`src/sv/kqsb_pkg.sv`:
```
// Package for the shared-buffer multi-queue block.
// Holds sizes, slot encodings, status codes and controller command types.
// No dependencies; every other file imports it.
package kqsb_pkg;

  localparam int NUM_QUEUES = 4;
  localparam int CAPACITY   = 16;

  localparam int QID_W  = 2;
  localparam int DATA_W = 32;
  localparam int IDX_W  = $clog2(CAPACITY);
  // A slot pointer must also hold the null code, which equals CAPACITY.
  localparam int SLOT_W = $clog2(CAPACITY + 1);

  localparam logic [SLOT_W-1:0] NULL_SLOT = SLOT_W'(CAPACITY);

  localparam logic [1:0] ST_OK    = 2'd0;
  localparam logic [1:0] ST_FULL  = 2'd1;
  localparam logic [1:0] ST_EMPTY = 2'd2;

  localparam logic OP_ENQ = 1'b0;
  localparam logic OP_DEQ = 1'b1;

  typedef struct packed {
    logic accept;   // latch the request and launch the memory reads
    logic commit;   // apply the update and load the result register
  } kqsb_cmd_t;

endpackage

```
`src/sv/kqsb_ctrl.sv`:
```
// Controller for the shared-buffer multi-queue block.
// Sequences accept, memory read and commit; owns the result valid flag.
// Depends on kqsb_pkg.
module kqsb_ctrl
  import kqsb_pkg::*;
(
  input  logic       clk,
  input  logic       rst_n,
  input  logic       in_valid,
  output logic       in_stall,
  output logic       out_valid,
  input  logic       out_stall,
  output kqsb_cmd_t  cmd
);

  typedef enum logic {
    S_IDLE,
    S_EXEC
  } state_t;

  state_t state_r, state_nxt;
  logic   out_valid_r, out_valid_nxt;

  always_comb begin
    cmd.accept = (state_r == S_IDLE) && in_valid;
    // The result register must be free, or emptied in this same cycle.
    cmd.commit = (state_r == S_EXEC) && (!out_valid_r || !out_stall);

    state_nxt = state_r;
    case (state_r)
      S_IDLE: begin
        if (cmd.accept) begin
          state_nxt = S_EXEC;
        end
      end
      S_EXEC: begin
        if (cmd.commit) begin
          state_nxt = S_IDLE;
        end
      end
      default: state_nxt = S_IDLE;
    endcase

    out_valid_nxt = out_valid_r;
    if (out_valid_r && !out_stall) begin
      out_valid_nxt = 1'b0;
    end
    if (cmd.commit) begin
      out_valid_nxt = 1'b1;
    end
  end

  always_ff @(posedge clk) begin
    if (!rst_n) begin
      state_r     <= S_IDLE;
      out_valid_r <= 1'b0;
    end else begin
      state_r     <= state_nxt;
      out_valid_r <= out_valid_nxt;
    end
  end

  assign in_stall  = (state_r != S_IDLE);
  assign out_valid = out_valid_r;

endmodule

```
`src/sv/kqsb_dp.sv`:
```
// Datapath for the shared-buffer multi-queue block.
// Holds queue pointers, the free list head, link and data memories, result register.
// Depends on kqsb_pkg.
module kqsb_dp
  import kqsb_pkg::*;
(
  input  logic                     clk,
  input  logic                     rst_n,
  input  kqsb_cmd_t                cmd,
  input  logic                     in_op,
  input  logic [QID_W-1:0]         in_queue_id,
  input  logic signed [DATA_W-1:0] in_data_in,
  output logic [1:0]               out_status,
  output logic signed [DATA_W-1:0] out_data_out
);

  // Request registers.
  logic                     op_r;
  logic [QID_W-1:0]         q_r;
  logic signed [DATA_W-1:0] data_r;

  // Queue state.
  logic [IDX_W-1:0]  head_r [NUM_QUEUES];
  logic [IDX_W-1:0]  tail_r [NUM_QUEUES];
  logic [NUM_QUEUES-1:0] empty_r;
  logic [SLOT_W-1:0] free_head_r;

  // Memories and their read registers.
  logic [SLOT_W-1:0]        link_mem [CAPACITY];
  logic signed [DATA_W-1:0] data_mem [CAPACITY];
  logic [CAPACITY-1:0]      lvalid_r;
  logic [IDX_W-1:0]         rd_addr_r;
  logic [SLOT_W-1:0]        link_rd_r;
  logic                     lvalid_rd_r;
  logic signed [DATA_W-1:0] data_rd_r;

  logic [1:0]               status_r;
  logic signed [DATA_W-1:0] result_r;

  logic                     in_q_ok;
  logic [IDX_W-1:0]         rd_addr;
  logic [SLOT_W-1:0]        link_val;
  logic                     q_ok;
  logic                     enq_ok;
  logic                     deq_ok;
  logic                     link_we;
  logic [IDX_W-1:0]         link_wa;
  logic [SLOT_W-1:0]        link_wd;
  logic                     data_we;
  logic [IDX_W-1:0]         enq_slot;
  logic [IDX_W-1:0]         deq_slot;

  // Read address: the free list head for an enqueue, the queue head for a dequeue.
  always_comb begin
    in_q_ok = (int'(in_queue_id) < NUM_QUEUES);
    rd_addr = free_head_r[IDX_W-1:0];
    if (in_op == OP_DEQ) begin
      rd_addr = in_q_ok ? head_r[in_queue_id] : '0;
    end
  end

  always_ff @(posedge clk) begin
    if (cmd.accept) begin
      op_r        <= in_op;
      q_r         <= in_queue_id;
      data_r      <= in_data_in;
      rd_addr_r   <= rd_addr;
      link_rd_r   <= link_mem[rd_addr];
      lvalid_rd_r <= lvalid_r[rd_addr];
      data_rd_r   <= data_mem[rd_addr];
    end
    if (link_we) begin
      link_mem[link_wa] <= link_wd;
    end
    if (data_we) begin
      data_mem[enq_slot] <= data_r;
    end
  end

  // An entry never written holds its reset link, the next slot index;
  // for the last slot that sum is exactly the null code.
  assign link_val = lvalid_rd_r ? link_rd_r : (SLOT_W'(rd_addr_r) + SLOT_W'(1));

  always_comb begin
    q_ok     = (int'(q_r) < NUM_QUEUES);
    enq_ok   = (op_r == OP_ENQ) && q_ok && (free_head_r != NULL_SLOT);
    deq_ok   = (op_r == OP_DEQ) && q_ok && !empty_r[q_r];
    enq_slot = free_head_r[IDX_W-1:0];
    deq_slot = q_ok ? head_r[q_r] : '0;

    // Enqueue onto a non-empty queue chains the new slot after the tail.
    // The tail's own link is never consulted: head equal to tail marks the last item.
    link_we = 1'b0;
    link_wa = q_ok ? tail_r[q_r] : '0;
    link_wd = SLOT_W'(enq_slot);
    data_we = 1'b0;
    if (cmd.commit) begin
      if (enq_ok) begin
        data_we = 1'b1;
        link_we = !empty_r[q_r];
      end else if (deq_ok) begin
        link_we = 1'b1;
        link_wa = deq_slot;
        link_wd = free_head_r;
      end
    end
  end

  always_ff @(posedge clk) begin
    if (!rst_n) begin
      for (int i = 0; i < NUM_QUEUES; i++) begin
        head_r[i] <= '0;
        tail_r[i] <= '0;
      end
      empty_r     <= '1;
      free_head_r <= '0;
      lvalid_r    <= '0;
    end else begin
      if (link_we) begin
        lvalid_r[link_wa] <= 1'b1;
      end
      if (cmd.commit && enq_ok) begin
        free_head_r <= link_val;
        tail_r[q_r] <= enq_slot;
        if (empty_r[q_r]) begin
          head_r[q_r]  <= enq_slot;
          empty_r[q_r] <= 1'b0;
        end
      end
      if (cmd.commit && deq_ok) begin
        free_head_r <= SLOT_W'(deq_slot);
        if (head_r[q_r] == tail_r[q_r]) begin
          empty_r[q_r] <= 1'b1;
          head_r[q_r]  <= '0;
        end else begin
          head_r[q_r] <= link_val[IDX_W-1:0];
        end
      end
    end
  end

  always_ff @(posedge clk) begin
    if (cmd.commit) begin
      if (op_r == OP_ENQ) begin
        status_r <= enq_ok ? ST_OK : ST_FULL;
        result_r <= '0;
      end else begin
        status_r <= deq_ok ? ST_OK : ST_EMPTY;
        result_r <= deq_ok ? data_rd_r : '0;
      end
    end
  end

  assign out_status   = status_r;
  assign out_data_out = result_r;

endmodule

```
`src/sv/k_queues_shared_buffer_unit.sv`:
```
// Top level of the shared-buffer multi-queue block: several FIFO queues in one store.
// A request is accepted in the idle state, which latches it and launches the registered
// read of the link and data memories; the commit then writes them back and loads the
// result register, once that is free. No new request is taken before the commit.
// Reset (rst_n, synchronous, active low) empties all queues and rebuilds the free
// list at once through per-entry link valid bits. Depends on kqsb_pkg, kqsb_ctrl, kqsb_dp.
module k_queues_shared_buffer_unit
  import kqsb_pkg::*;
(
  input  logic                     clk,
  input  logic                     rst_n,
  input  logic                     in_valid,
  output logic                     in_stall,
  input  logic                     in_op,
  input  logic [QID_W-1:0]         in_queue_id,
  input  logic signed [DATA_W-1:0] in_data_in,
  output logic                     out_valid,
  input  logic                     out_stall,
  output logic [1:0]               out_status,
  output logic signed [DATA_W-1:0] out_data_out
);

  // The controller accepts a request beat in its idle state, which launches the
  // memory reads in the datapath. It then commits the update in its execute state,
  // once the result register is free or is being drained in that cycle.
  // A finished result may wait in the output register while the next request
  // beat is accepted, so the two sides are decoupled by one item.
  kqsb_cmd_t cmd;

  kqsb_ctrl u_ctrl (
    .clk       (clk),
    .rst_n     (rst_n),
    .in_valid  (in_valid),
    .in_stall  (in_stall),
    .out_valid (out_valid),
    .out_stall (out_stall),
    .cmd       (cmd)
  );

  // The datapath keeps the queue head and tail pointers, the empty flags, the
  // free list head, the link memory that chains slots, and the data memory.
  kqsb_dp u_dp (
    .clk          (clk),
    .rst_n        (rst_n),
    .cmd          (cmd),
    .in_op        (in_op),
    .in_queue_id  (in_queue_id),
    .in_data_in   (in_data_in),
    .out_status   (out_status),
    .out_data_out (out_data_out)
  );

endmodule

```
`config.mk`:
```
export PLATFORM = sky130hd
export DESIGN_NAME = k_queues_shared_buffer_unit
export DESIGN_NICKNAME = d
export VERILOG_FILES = /design/src/sv/kqsb_pkg.sv /design/src/sv/kqsb_ctrl.sv /design/src/sv/kqsb_dp.sv /design/src/sv/k_queues_shared_buffer_unit.sv
export SDC_FILE = /design/constraint.sdc
export NUM_CORES = 1
export LEC_CHECK = 0
export ABC_CLOCK_PERIOD_IN_PS = 5050
export BUFFER_PORTS_ARGS = -buffer_cell sky130_fd_sc_hd__buf_4
export CORE_AREA = 4 4 249 251
export DETAILED_ROUTE_END_ITERATION = 8
export DIE_AREA = 0 0 253 255
export MAX_ROUTING_LAYER = met4
export PLACE_DENSITY = 0.8
export SLEW_MARGIN = 20
export SYNTH_ARGS = -nofsm -noshare
export SYNTH_HDL_FRONTEND = slang
export SYNTH_HIERARCHICAL = 1
export SYNTH_SLANG_ARGS = --single-unit
```
`constraint.sdc`:
```
create_clock -name clk -period 5.05 [get_ports clk]
set_input_delay 1.01 -clock clk [delete_from_list [all_inputs] [get_ports clk]]
set_output_delay 1.01 -clock clk [all_outputs]
set_load 0.02 [all_outputs]
```
# Yosys cells after proc, flatten, opt, wreduce, memory -nomap -nowiden
# Memory sizes are Yosys's and may differ from the RTL's. A register that Yosys moved wholly into a read port is not among the register bits.
# Index checks and enable logic that the tools add are counted.
[totals]
in_bits = 39
mem_bits_rw = 624
out_inout_bits = 36
word_cells = 119
register_bits = 101
mem_count = 4
[classes]
muxes = 66
bitwise_logic = 9
n_reduce_logical = 19
eq_ne = 2
addsub = 1
order_cmp = 5
[memory_table]
columns = ["memory", "words", "word_bits", "read_ports", "rd_clocked_by_memory_dff", "wr", "line_no", "source"]
rows = [
  ["u_dp.data_mem", 16, 32, 1, 1, 1, "kqsb_dp.sv:30", "logic signed [DATA_W-1:0] data_mem [CAPACITY];"],
  ["u_dp.link_mem", 16, 5, 1, 1, 1, "kqsb_dp.sv:29", "logic [SLOT_W-1:0] link_mem [CAPACITY];"],
  ["u_dp.head_r", 4, 4, 2, 1, 4, "kqsb_dp.sv:23", "logic [IDX_W-1:0] head_r [NUM_QUEUES];"],
  ["u_dp.tail_r", 4, 4, 1, 1, 4, "kqsb_dp.sv:24", "logic [IDX_W-1:0] tail_r [NUM_QUEUES];"],
]
[op_table]
columns = ["operator", "n"]
rows = [
  ["4-bit 2-to-1 mux", 15],
  ["1-bit 2-to-1 mux", 36],
  ["5-bit 2-to-1 mux", 4],
  ["16-bit OR", 1],
  ["2-bit 2-to-1 mux", 6],
  ["4-bit by 5-bit < comparator with 1-bit output, second input constant", 2],
  ["1-bit logical AND", 9],
  ["4-bit OR reduction", 2],
  ["4-bit by 1-bit adder with 5-bit output, second input constant", 1],
  ["5-bit != test, second input constant", 1],
  ["4-bit AND", 1],
  ["1-bit binary-select mux with 4-bit select", 1],
  ["1-bit demux with 4-bit select", 1],
  ["4-bit == test", 1],
  ["4-bit by 1-bit >= comparator with 1-bit output, second input constant", 1],
  ["4-bit inverter", 1],
  ["4-bit OR", 1],
  ["2-bit nonzero test", 2],
  ["1-bit zero test", 3],
  ["2-bit by 3-bit < comparator with 1-bit output, second input constant", 1],
  ["1-bit inverter", 3],
  ["1-bit binary-select mux with 2-bit select", 1],
  ["1-bit demux with 2-bit select", 1],
  ["2-bit by 1-bit >= comparator with 1-bit output, second input constant", 1],
  ["5 further kinds", 6],
]

# Longest topological paths before layout
# Gate-level depths: netlist (run 1).
[depth]
word_depth = 12
ltp_mapped = 9
ltp_nobuf = 7

# Modules after synthesis
# Netlist (run 1), hierarchy kept.
[by_module_without_submodules]
columns = ["mod", "seq_area_each_um2", "area_each_um2", "instances", "cells_each"]
rows = [
  ["kqsb_dp", 22611.7, 29493.3, 1, 1918],
  ["kqsb_ctrl", 40.0, 86.3, 1, 9],
]

# Worst setup path before layout (run 1)
# No wires, ideal clock.
[synth_timing]
path_kind = "input to register"
startpoint = "input in_valid"
endpoint = "register with a tool-made name"
path_buffers = 0
t_required_ns = 4.974
setup_time_ns = 0.076
setup_slack_ns = -0.128
arrival_time_ns = 5.102
cell_stages = 2
cell_sequence = "nor2b_1 mux2_2"
[synth_lines]
columns = ["item", "line_no", "source"]
rows = [
  ["from (decl)", "k_queues_shared_buffer_unit.sv:12", "input logic in_valid,"],
]

# Final worst setup path (run 1)
[layout_timing]
startpoint = "register u_dp.free_head_r[0]"
endpoint = "register u_dp.data_rd_r[5] (read register of u_dp.data_mem), data pin"
[layout_between]
elab_chain_len = 1
[layout_rtl]
columns = ["item", "line_no", "source"]
rows = [
  ["from (decl)", "kqsb_dp.sv:26", "logic [SLOT_W-1:0] free_head_r;"],
  ["from (signal assigned)", "kqsb_dp.sv:123", "free_head_r <= link_val;"],
  ["from (signal assigned)", "kqsb_dp.sv:131", "free_head_r <= SLOT_W'(deq_slot);"],
  ["4-bit 2-to-1 mux", "kqsb_dp.sv:57", "if (in_op == OP_DEQ) begin"],
  ["to (decl)", "kqsb_dp.sv:35", "logic signed [DATA_W-1:0] data_rd_r;"],
]
# Every way passes these cells.
# A chain may end at the register's enable or synchronous reset.

==> reports/results.txt, run 1 <==
Post-DP HPWL: 35,300 um
Final Hold Viols: 0
DRC: 0
Vias in the first global route: 17,000
Row cnt: 90
Hold_buf cts: 0
Crit-path cells: buf_4 > nor2b_1 > a21oi_4 > inv_8 > buf_12 > mux2i_1 > a221oi_1 > or3_1
Seq pwr share: 53.9%
Core area: 59,900 um^2
I/O pin cnt: 75
Post-synth net total: 1,967
First-pass GRT wire length: 101,000 um
Switching portion of total power: 21.4%
CTS tree: done
Pin count of the biggest net entering global routing: 229
Pint: 10.4 mW
Tcrit/Tclk final: 72.7%
Critical path's slowest cell: dfxtp_1
H-tree Lvls: 3
Asr flop ratio synth: 0%
YS warnings: 6
Largest cells by area after synthesis: edfxtp_1, nand2_1, mux2i_1, a21oi_1, a32o_1
Placed Instance Area: 31,200 um^2
WL per Instance: 24.0 um
Status: finished clean
Effective utilization at floorplan: 49.4%
Post-place setup slack: 1.25 ns
VDD IR max: 0.000236 V
Cell total after placement: 2,701
Die span in x: 253 um
Synthesized area per cell: 15.4 um^2
Worst-path maximum fanout: 125
Resized Gates After CTS: 0
Post-synth top flop: edfxtp_1
Clk sink count: 764
Crit start category: register
Setup TNS: 0 ns
Hold Path Class: reg2reg
1st-pass router iterations: 6
Area delta synth->final: 13.4%
Final Instance Area: 33,500 um^2
Worst Path Required: 5.38 ns
Vias/cell: 6.14
#FFs+latches synth: 764
GRT Overall Usage: 21.2%
Mapped Area: 29,600 um^2
Area leader, netlist: edfxtp_1
Die area: 64,500 um^2
Total gr overflow: 0
Final setup fails: 0
# diodes: 0
Tmin final: 3.67 ns
Post-CTS Setup Bufs: 0
Power share of the clock group: 40.3%
Worst slew pin tran: 1.17 ns
Top-area cell type share of the netlist area: 74.6%
Power per standard cell area: 396 nW/um^2
Clock Latency Late Sink: 0.60 ns
Rel. slew slack: 22.0%
Number of flops mapped to enable cells by yosys: 735
Chip Height: 255 um
Final slew viol count: 0
P_leak: 10.9 nW
Max-cap violation count: 0
Count leader, synth: edfxtp_1
GPL Wtd Cong: 0.849
Critical path arrival: 4.00 ns
CP peak stage delay: 0.79 ns
Clock buffer depth: 3
Mapped Cells: 1,927
CTS Buf Count: 72
Netlist cell types: 44
Post-Route Skew: 0.0260 ns
Share of cells above drive strength 1: 13.3%
Total wire length: 67,900 um
Fmax achieved: 0.272 GHz
Worst-path clk slew: 0.07 ns
RSZ-0062 raised after global routing: no
Worst Slack Setup Final: 1.38 ns
Layout Nets: 2,033
Crit end category: register
Antenna-violating nets left: 0
Post-layout util: 56.0%
Vias: 17,400
CTS root buffer: clkbuf_16
Commonest cells in the netlist: edfxtp_1, nand2_1, a21oi_1, mux2i_1, a221oi_1
Switching power: 2.84 mW
Gate power share: 5.9%
DR iter-0 viols: 2,274
Critical path class: reg2reg
Initial antenna violation count: 0
Buffers on Ports: 74
Non-Filler Instances: 2,833
Register area share after synthesis: 76.6%
## power by group through the flow
stage	registers (mW)	clock network, mW	logic, mW
final	7.15	5.34	0.777
after global routing	7.16	5.69	0.829
after CTS	7.15	5.42	0.769
after detailed placement	7.29	0	0.758
after global placement	7.28	0	0.733
after floorplan	7.25	0	0.526
## logic make-up (layout without fill, tap and decap cells)
group | count (synthesis) | after routing | share of synthesized area (%)
flops | 764 | 764 | 76.6
simple gates | 520 | 520 | 7.57
compound gates | 395 | 395 | 9.45
buf+inv | 139 | 263 | 2.14
mux | 102 | 102 | 4.03
xor+xnor | 6 | 6 | 0.178
fa+ha+maj | 1 | 1 | 0.0423
## layout make-up
cell class / instances / area, um^2
Sequential cell: 764 / 22700
Inverter: 7 / 33.8
Multi-Input combinational cell: 1024 / 6510
Timing Repair Buffer: 124 / 1020
Clock inverter: 39 / 380
Clock buffer: 93 / 1950
Fill cell: 4399 / 26400
Tap cell: 782 / 978
## critical path, delay by kind of cell (launching register included)
family                 cells  cell delay (ns)
multiplexers               1             0.29
AND/OR/NAND/NOR            2             0.62
buffers and inverters      3             1.29
flip-flops                 1             0.79
AO/OA/AOI/OAI              2             0.23
## through the flow
step	hold slack, ns	power (mW)
global placement	0.446	8.02
global route	0.489	13.7
detailed placement	0.457	8.04
CTS	0.473	13.3
floorplan	0.434	7.78
finish	0.471	13.3
## routing by layer
layer	GRT usage, %	share of wire (%)	up-vias	routed length, um
met2	34.6	50	968	34000
met4	8.15	3.1	0	2080
met5	-	0	-	0
met1	27.4	38	8689	25900
met3	3.19	8.8	147	5970
li1	-	-	7577	-
## state kept, by name, indices dropped and copies added (netlist names), named ones only
signal / cells
u_dp/tail_r: 16
u_ctrl/out_valid: 1
u_ctrl/in_stall: 1
u_dp/out_data_out: 32
u_dp/data_mem: 512
u_dp/out_status: 2
u_dp/link_mem: 80
u_dp/data_r: 32
u_dp/link_rd_r: 5
u_dp/free_head_r: 5
u_dp/lvalid_r: 16
u_dp/q_r: 2
u_dp/rd_addr_r: 4
u_dp/lvalid_rd_r: 1
u_dp/empty_r: 4
u_dp/op_r: 1
u_dp/head_r: 16
u_dp/data_rd_r: 32
## final timing paths
check | end | from | slack [ns] | cells after the start
setup / recovery | u_dp/data_rd_r[5] | u_dp/free_head_r[0] | 1.38 | 8
hold / removal | u_dp/lvalid_r[8] | u_dp/lvalid_r[8] | 0.47 | 1
setup reg to reg | u_dp/data_rd_r[5] | u_dp/free_head_r[0] | 1.38 | 8
hold reg to reg | u_dp/lvalid_r[8] | u_dp/lvalid_r[8] | 0.47 | 1
## placed cells by master (no fill, tap or decap), drive strengths merged, types with 18 or more instances in the layout
master  instances
edfxtp        735
a221oi         80
clkinv         28
nand2         328
o22ai          38
a21oi         158
buf           124
nor2           76
and3           18
dfxtp          29
mux2i          82
and2           35
or3            40
a32o           76
clkbuf         93
No activity file was read; power rests on OpenSTA's default activity.
==> run 2: changes to the inputs <==
--- a/config.mk
+++ b/config.mk
@@ -5,13 +5,14 @@
 export SDC_FILE = /design/constraint.sdc
 export NUM_CORES = 1
 export LEC_CHECK = 0
-export ABC_CLOCK_PERIOD_IN_PS = 5050
+export ABC_AREA = 1
+export ABC_CLOCK_PERIOD_IN_PS = 3800
 export BUFFER_PORTS_ARGS = -buffer_cell sky130_fd_sc_hd__buf_4
-export CORE_AREA = 4 4 249 251
+export CORE_AREA = 4 4 262 264
 export DETAILED_ROUTE_END_ITERATION = 8
-export DIE_AREA = 0 0 253 255
+export DIE_AREA = 0 0 266 268
 export MAX_ROUTING_LAYER = met4
-export PLACE_DENSITY = 0.8
+export PLACE_DENSITY = 0.78
 export SLEW_MARGIN = 20
 export SYNTH_ARGS = -nofsm -noshare
 export SYNTH_HDL_FRONTEND = slang
==> constraint.sdc (replaced) <==
create_clock -name clk -period 3.8 [get_ports clk]
set_input_delay 0.76 -clock clk [delete_from_list [all_inputs] [get_ports clk]]
set_output_delay 0.76 -clock clk [all_outputs]
set_load 0.02 [all_outputs]
==> run 2 against run 1 <==
Net effect:
- fmax rose by 19%
- count of clock-buffer cells in the layout increased by 8
- clock skew is 0.0011 ns higher
- power increased by 39%
- die area grew 10%
- design area grew 11%
- register-to-register slack worse by 0.66 ns
- clock power grew 35%
- sequential share of layout area is 6.6 points lower
- core utilization down 0.14 points
- cell count rose by 46%
- sequential cell count is the same
==> reports/results.txt, run 2 <==
Status: finished clean
Core area: 66,600 um^2
Resized Gates After CTS: 0
1st-pass router iterations: 7
Mapped Area: 32,900 um^2
Chip Height: 268 um
CTS Buf Count: 78
Hold_buf cts: 0
Largest family of logic cells by synthesized area: simple AND/OR/NAND/NOR gates
Post-CTS Setup Bufs: 0
Number of flops mapped to enable cells by yosys: 735
Final Hold Viols: 0
Commonest cells in the netlist: edfxtp_1, nand2_1, inv_1, nand3_1, nor2_1
Largest registers: u_dp/data_mem: 512 flops, u_dp/link_mem: 80 flops
Worst-path maximum fanout: 18
Top Layer Used: met4
Register area: 22,700 um^2
#FFs+latches synth: 764
Crit start category: register
DRC: 0
Hold slack: 0.319 ns
Met2 WL: 36,800 um
Clock Latency Late Sink: 0.63 ns
Mapped Cells: 3,130
Netlist cell types: 32
# diodes: 0
Cell total after placement: 4,000
Die span in x: 266 um
Initial antenna violation count: 0
Largest cells by area after synthesis: edfxtp_1, nand3_1, nand2_1, inv_1, dfxtp_1
Adder-cell share of the synthesized area: 0.0380%
Max FFs per register: 512
Antenna-violating nets left: 0
Commonest non-fill, non-tap cell in the layout: edfxtp_1
Asr flop ratio synth: 0%
Count leader, synth: edfxtp_1
Buffers on Ports: 74
Worst-path clk slew: 0.06 ns
Rel. slew slack: 25.5%
Register name with the most flops: u_dp/data_mem
Total wire length: 77,100 um
Post-synthesis mux area share: 0%
Synth Area in Simple Gates: 19.8%
Area leader, netlist: edfxtp_1
GPL Wtd Cong: 0.881
Post-synth top flop: edfxtp_1
Vias in the first global route: 21,500
Post-Route Skew: 0.0271 ns
Critical path class: reg2reg
Final setup fails: 0
Effective utilization at floorplan: 49.5%
Filler cell count: 5,274
Power per standard cell area: 497 nW/um^2
Share of cells above drive strength 1: 9.31%
GRT Overall Usage: 22.2%
Area delta synth->final: 12.8%
Top-area cell type share of the netlist area: 67.0%
P_leak: 15.6 nW
CTS root buffer: clkbuf_16
YS warnings: 6
RSZ-0062 raised after global routing: no
Worst Path Required: 4.07 ns
DR iter-0 viols: 2,604
Layout Nets: 3,247
Max-cap violation count: 0
Die area: 71,300 um^2
Final Instance Area: 37,200 um^2
WL per Instance: 18.6 um
Tmin final: 3.08 ns
M1 wire length: 29,600 um
Clk sink count: 764
Clock buffer depth: 3
Setup TNS: 0 ns
Non-Filler Instances: 4,140
VDD IR max: 0.000449 V
CTS tree: done
Footprint of the multi-input gates: 7100 um^2
Synth Area in Compound Gates: 1.14%
First-pass GRT wire length: 119,000 um
Register area share after synthesis: 68.8%
Pin count of the biggest net entering global routing: 78
Row cnt: 95
Total gr overflow: 0
Synthesized area per cell: 10.5 um^2
Vias/cell: 5.33
Critical path arrival: 3.36 ns
Crit end category: register
XOR/XNOR Fraction of Synth Area: 0%
H-tree Lvls: 3
Fmax achieved: 0.324 GHz
Placed Instance Area: 34,800 um^2
Vias: 22,100
Hold Path Class: in2reg
Post-synth net total: 3,170
Worst slew pin tran: 1.11 ns
Final slew viol count: 0
I/O pin cnt: 75
Post-layout util: 55.8%
DR WL met3: 8380 um
Leading cell types in the layout, fill and taps excluded: edfxtp_1, nand2_1, inv_1, nand3_1, buf_4
Post-DP HPWL: 42,200 um
Tcrit/Tclk final: 81.1%
[run 2: changes by cell type after synthesis, sizes merged, moves of 76 or more]
cell,change
a21oi,-119
a32o,-76
inv,+670
nand3,+602
nand2,+407
a221oi,-80
mux2i,-82
[run 2: per-layer routing]
| metal | global-route usage [%] | up-vias |
|---|---|---|
| met5 | - | - |
| met4 | 7.91 | 0 |
| met3 | 4.07 | 173 |
| met2 | 35.7 | 1172 |
| met1 | 28.6 | 10400 |
| li1 | - | 10300 |
[run 2: critical path, cell delays in order, from the launching register on]
cell	delay (ns)
dfxtp_1	0.69
nor2_1	0.14
nand3_1	0.16
nand2_1	0.06
inv_1	0.07
nand2_1	0.18
nor3_1	0.57
inv_1	0.32
nor2_4	0.16
buf_4	0.37
[run 2: area by class of cell]
cell class / count / share of cell area, %
inverter: 677 / 6.85
multi-input combinational: 1542 / 19.1
tap: 873 / 2.94
timing repair buffer: 144 / 3.68
clock buffer: 101 / 5.60
clock inverter: 39 / 0.872
sequential: 764 / 61.0
[run 2: cells by family after synthesis]
logic type	count (synthesis)
AO/OA/AOI/OAI	67
adder cells (fa/ha/maj)	1
buffers and inverters	824
flip-flops	764
AND/OR/NAND/NOR	1474
[run 2: through the flow]
stage | total power [mW] | setup slack, ns
detailed placement | 11.4 | 0.692
global placement | 11.4 | 0.769
finish | 18.5 | 0.717
global route | 19.1 | 0.613
floorplan | 10.8 | -0.183
CTS | 18.6 | 0.854
[run 2: where the power goes]
part / leakage, nW / total [mW] / switching (mW) / internal, mW
Sequential: 6.97 / 9.60 / 0.153 / 9.45
Combinational: 7.46 / 1.64 / 1.15 / 0.490
Clock: 1.17 / 7.22 / 3.07 / 4.15
Total: 15.6 / 18.5 / 4.37 / 14.1
[run 2: final timing paths]
kind                            start              endpoint  slack [ns]  depth (start not counted)
setup / recovery  u_dp/free_head_r[1]  u_dp/data_mem[11][3]        0.72                          9
hold / removal          in_data_in[8]        u_dp/data_r[8]        0.32                          1
setup reg to reg  u_dp/free_head_r[1]  u_dp/data_mem[11][3]        0.72                          9
hold reg to reg      u_dp/lvalid_r[2]      u_dp/lvalid_r[2]        0.46                          2
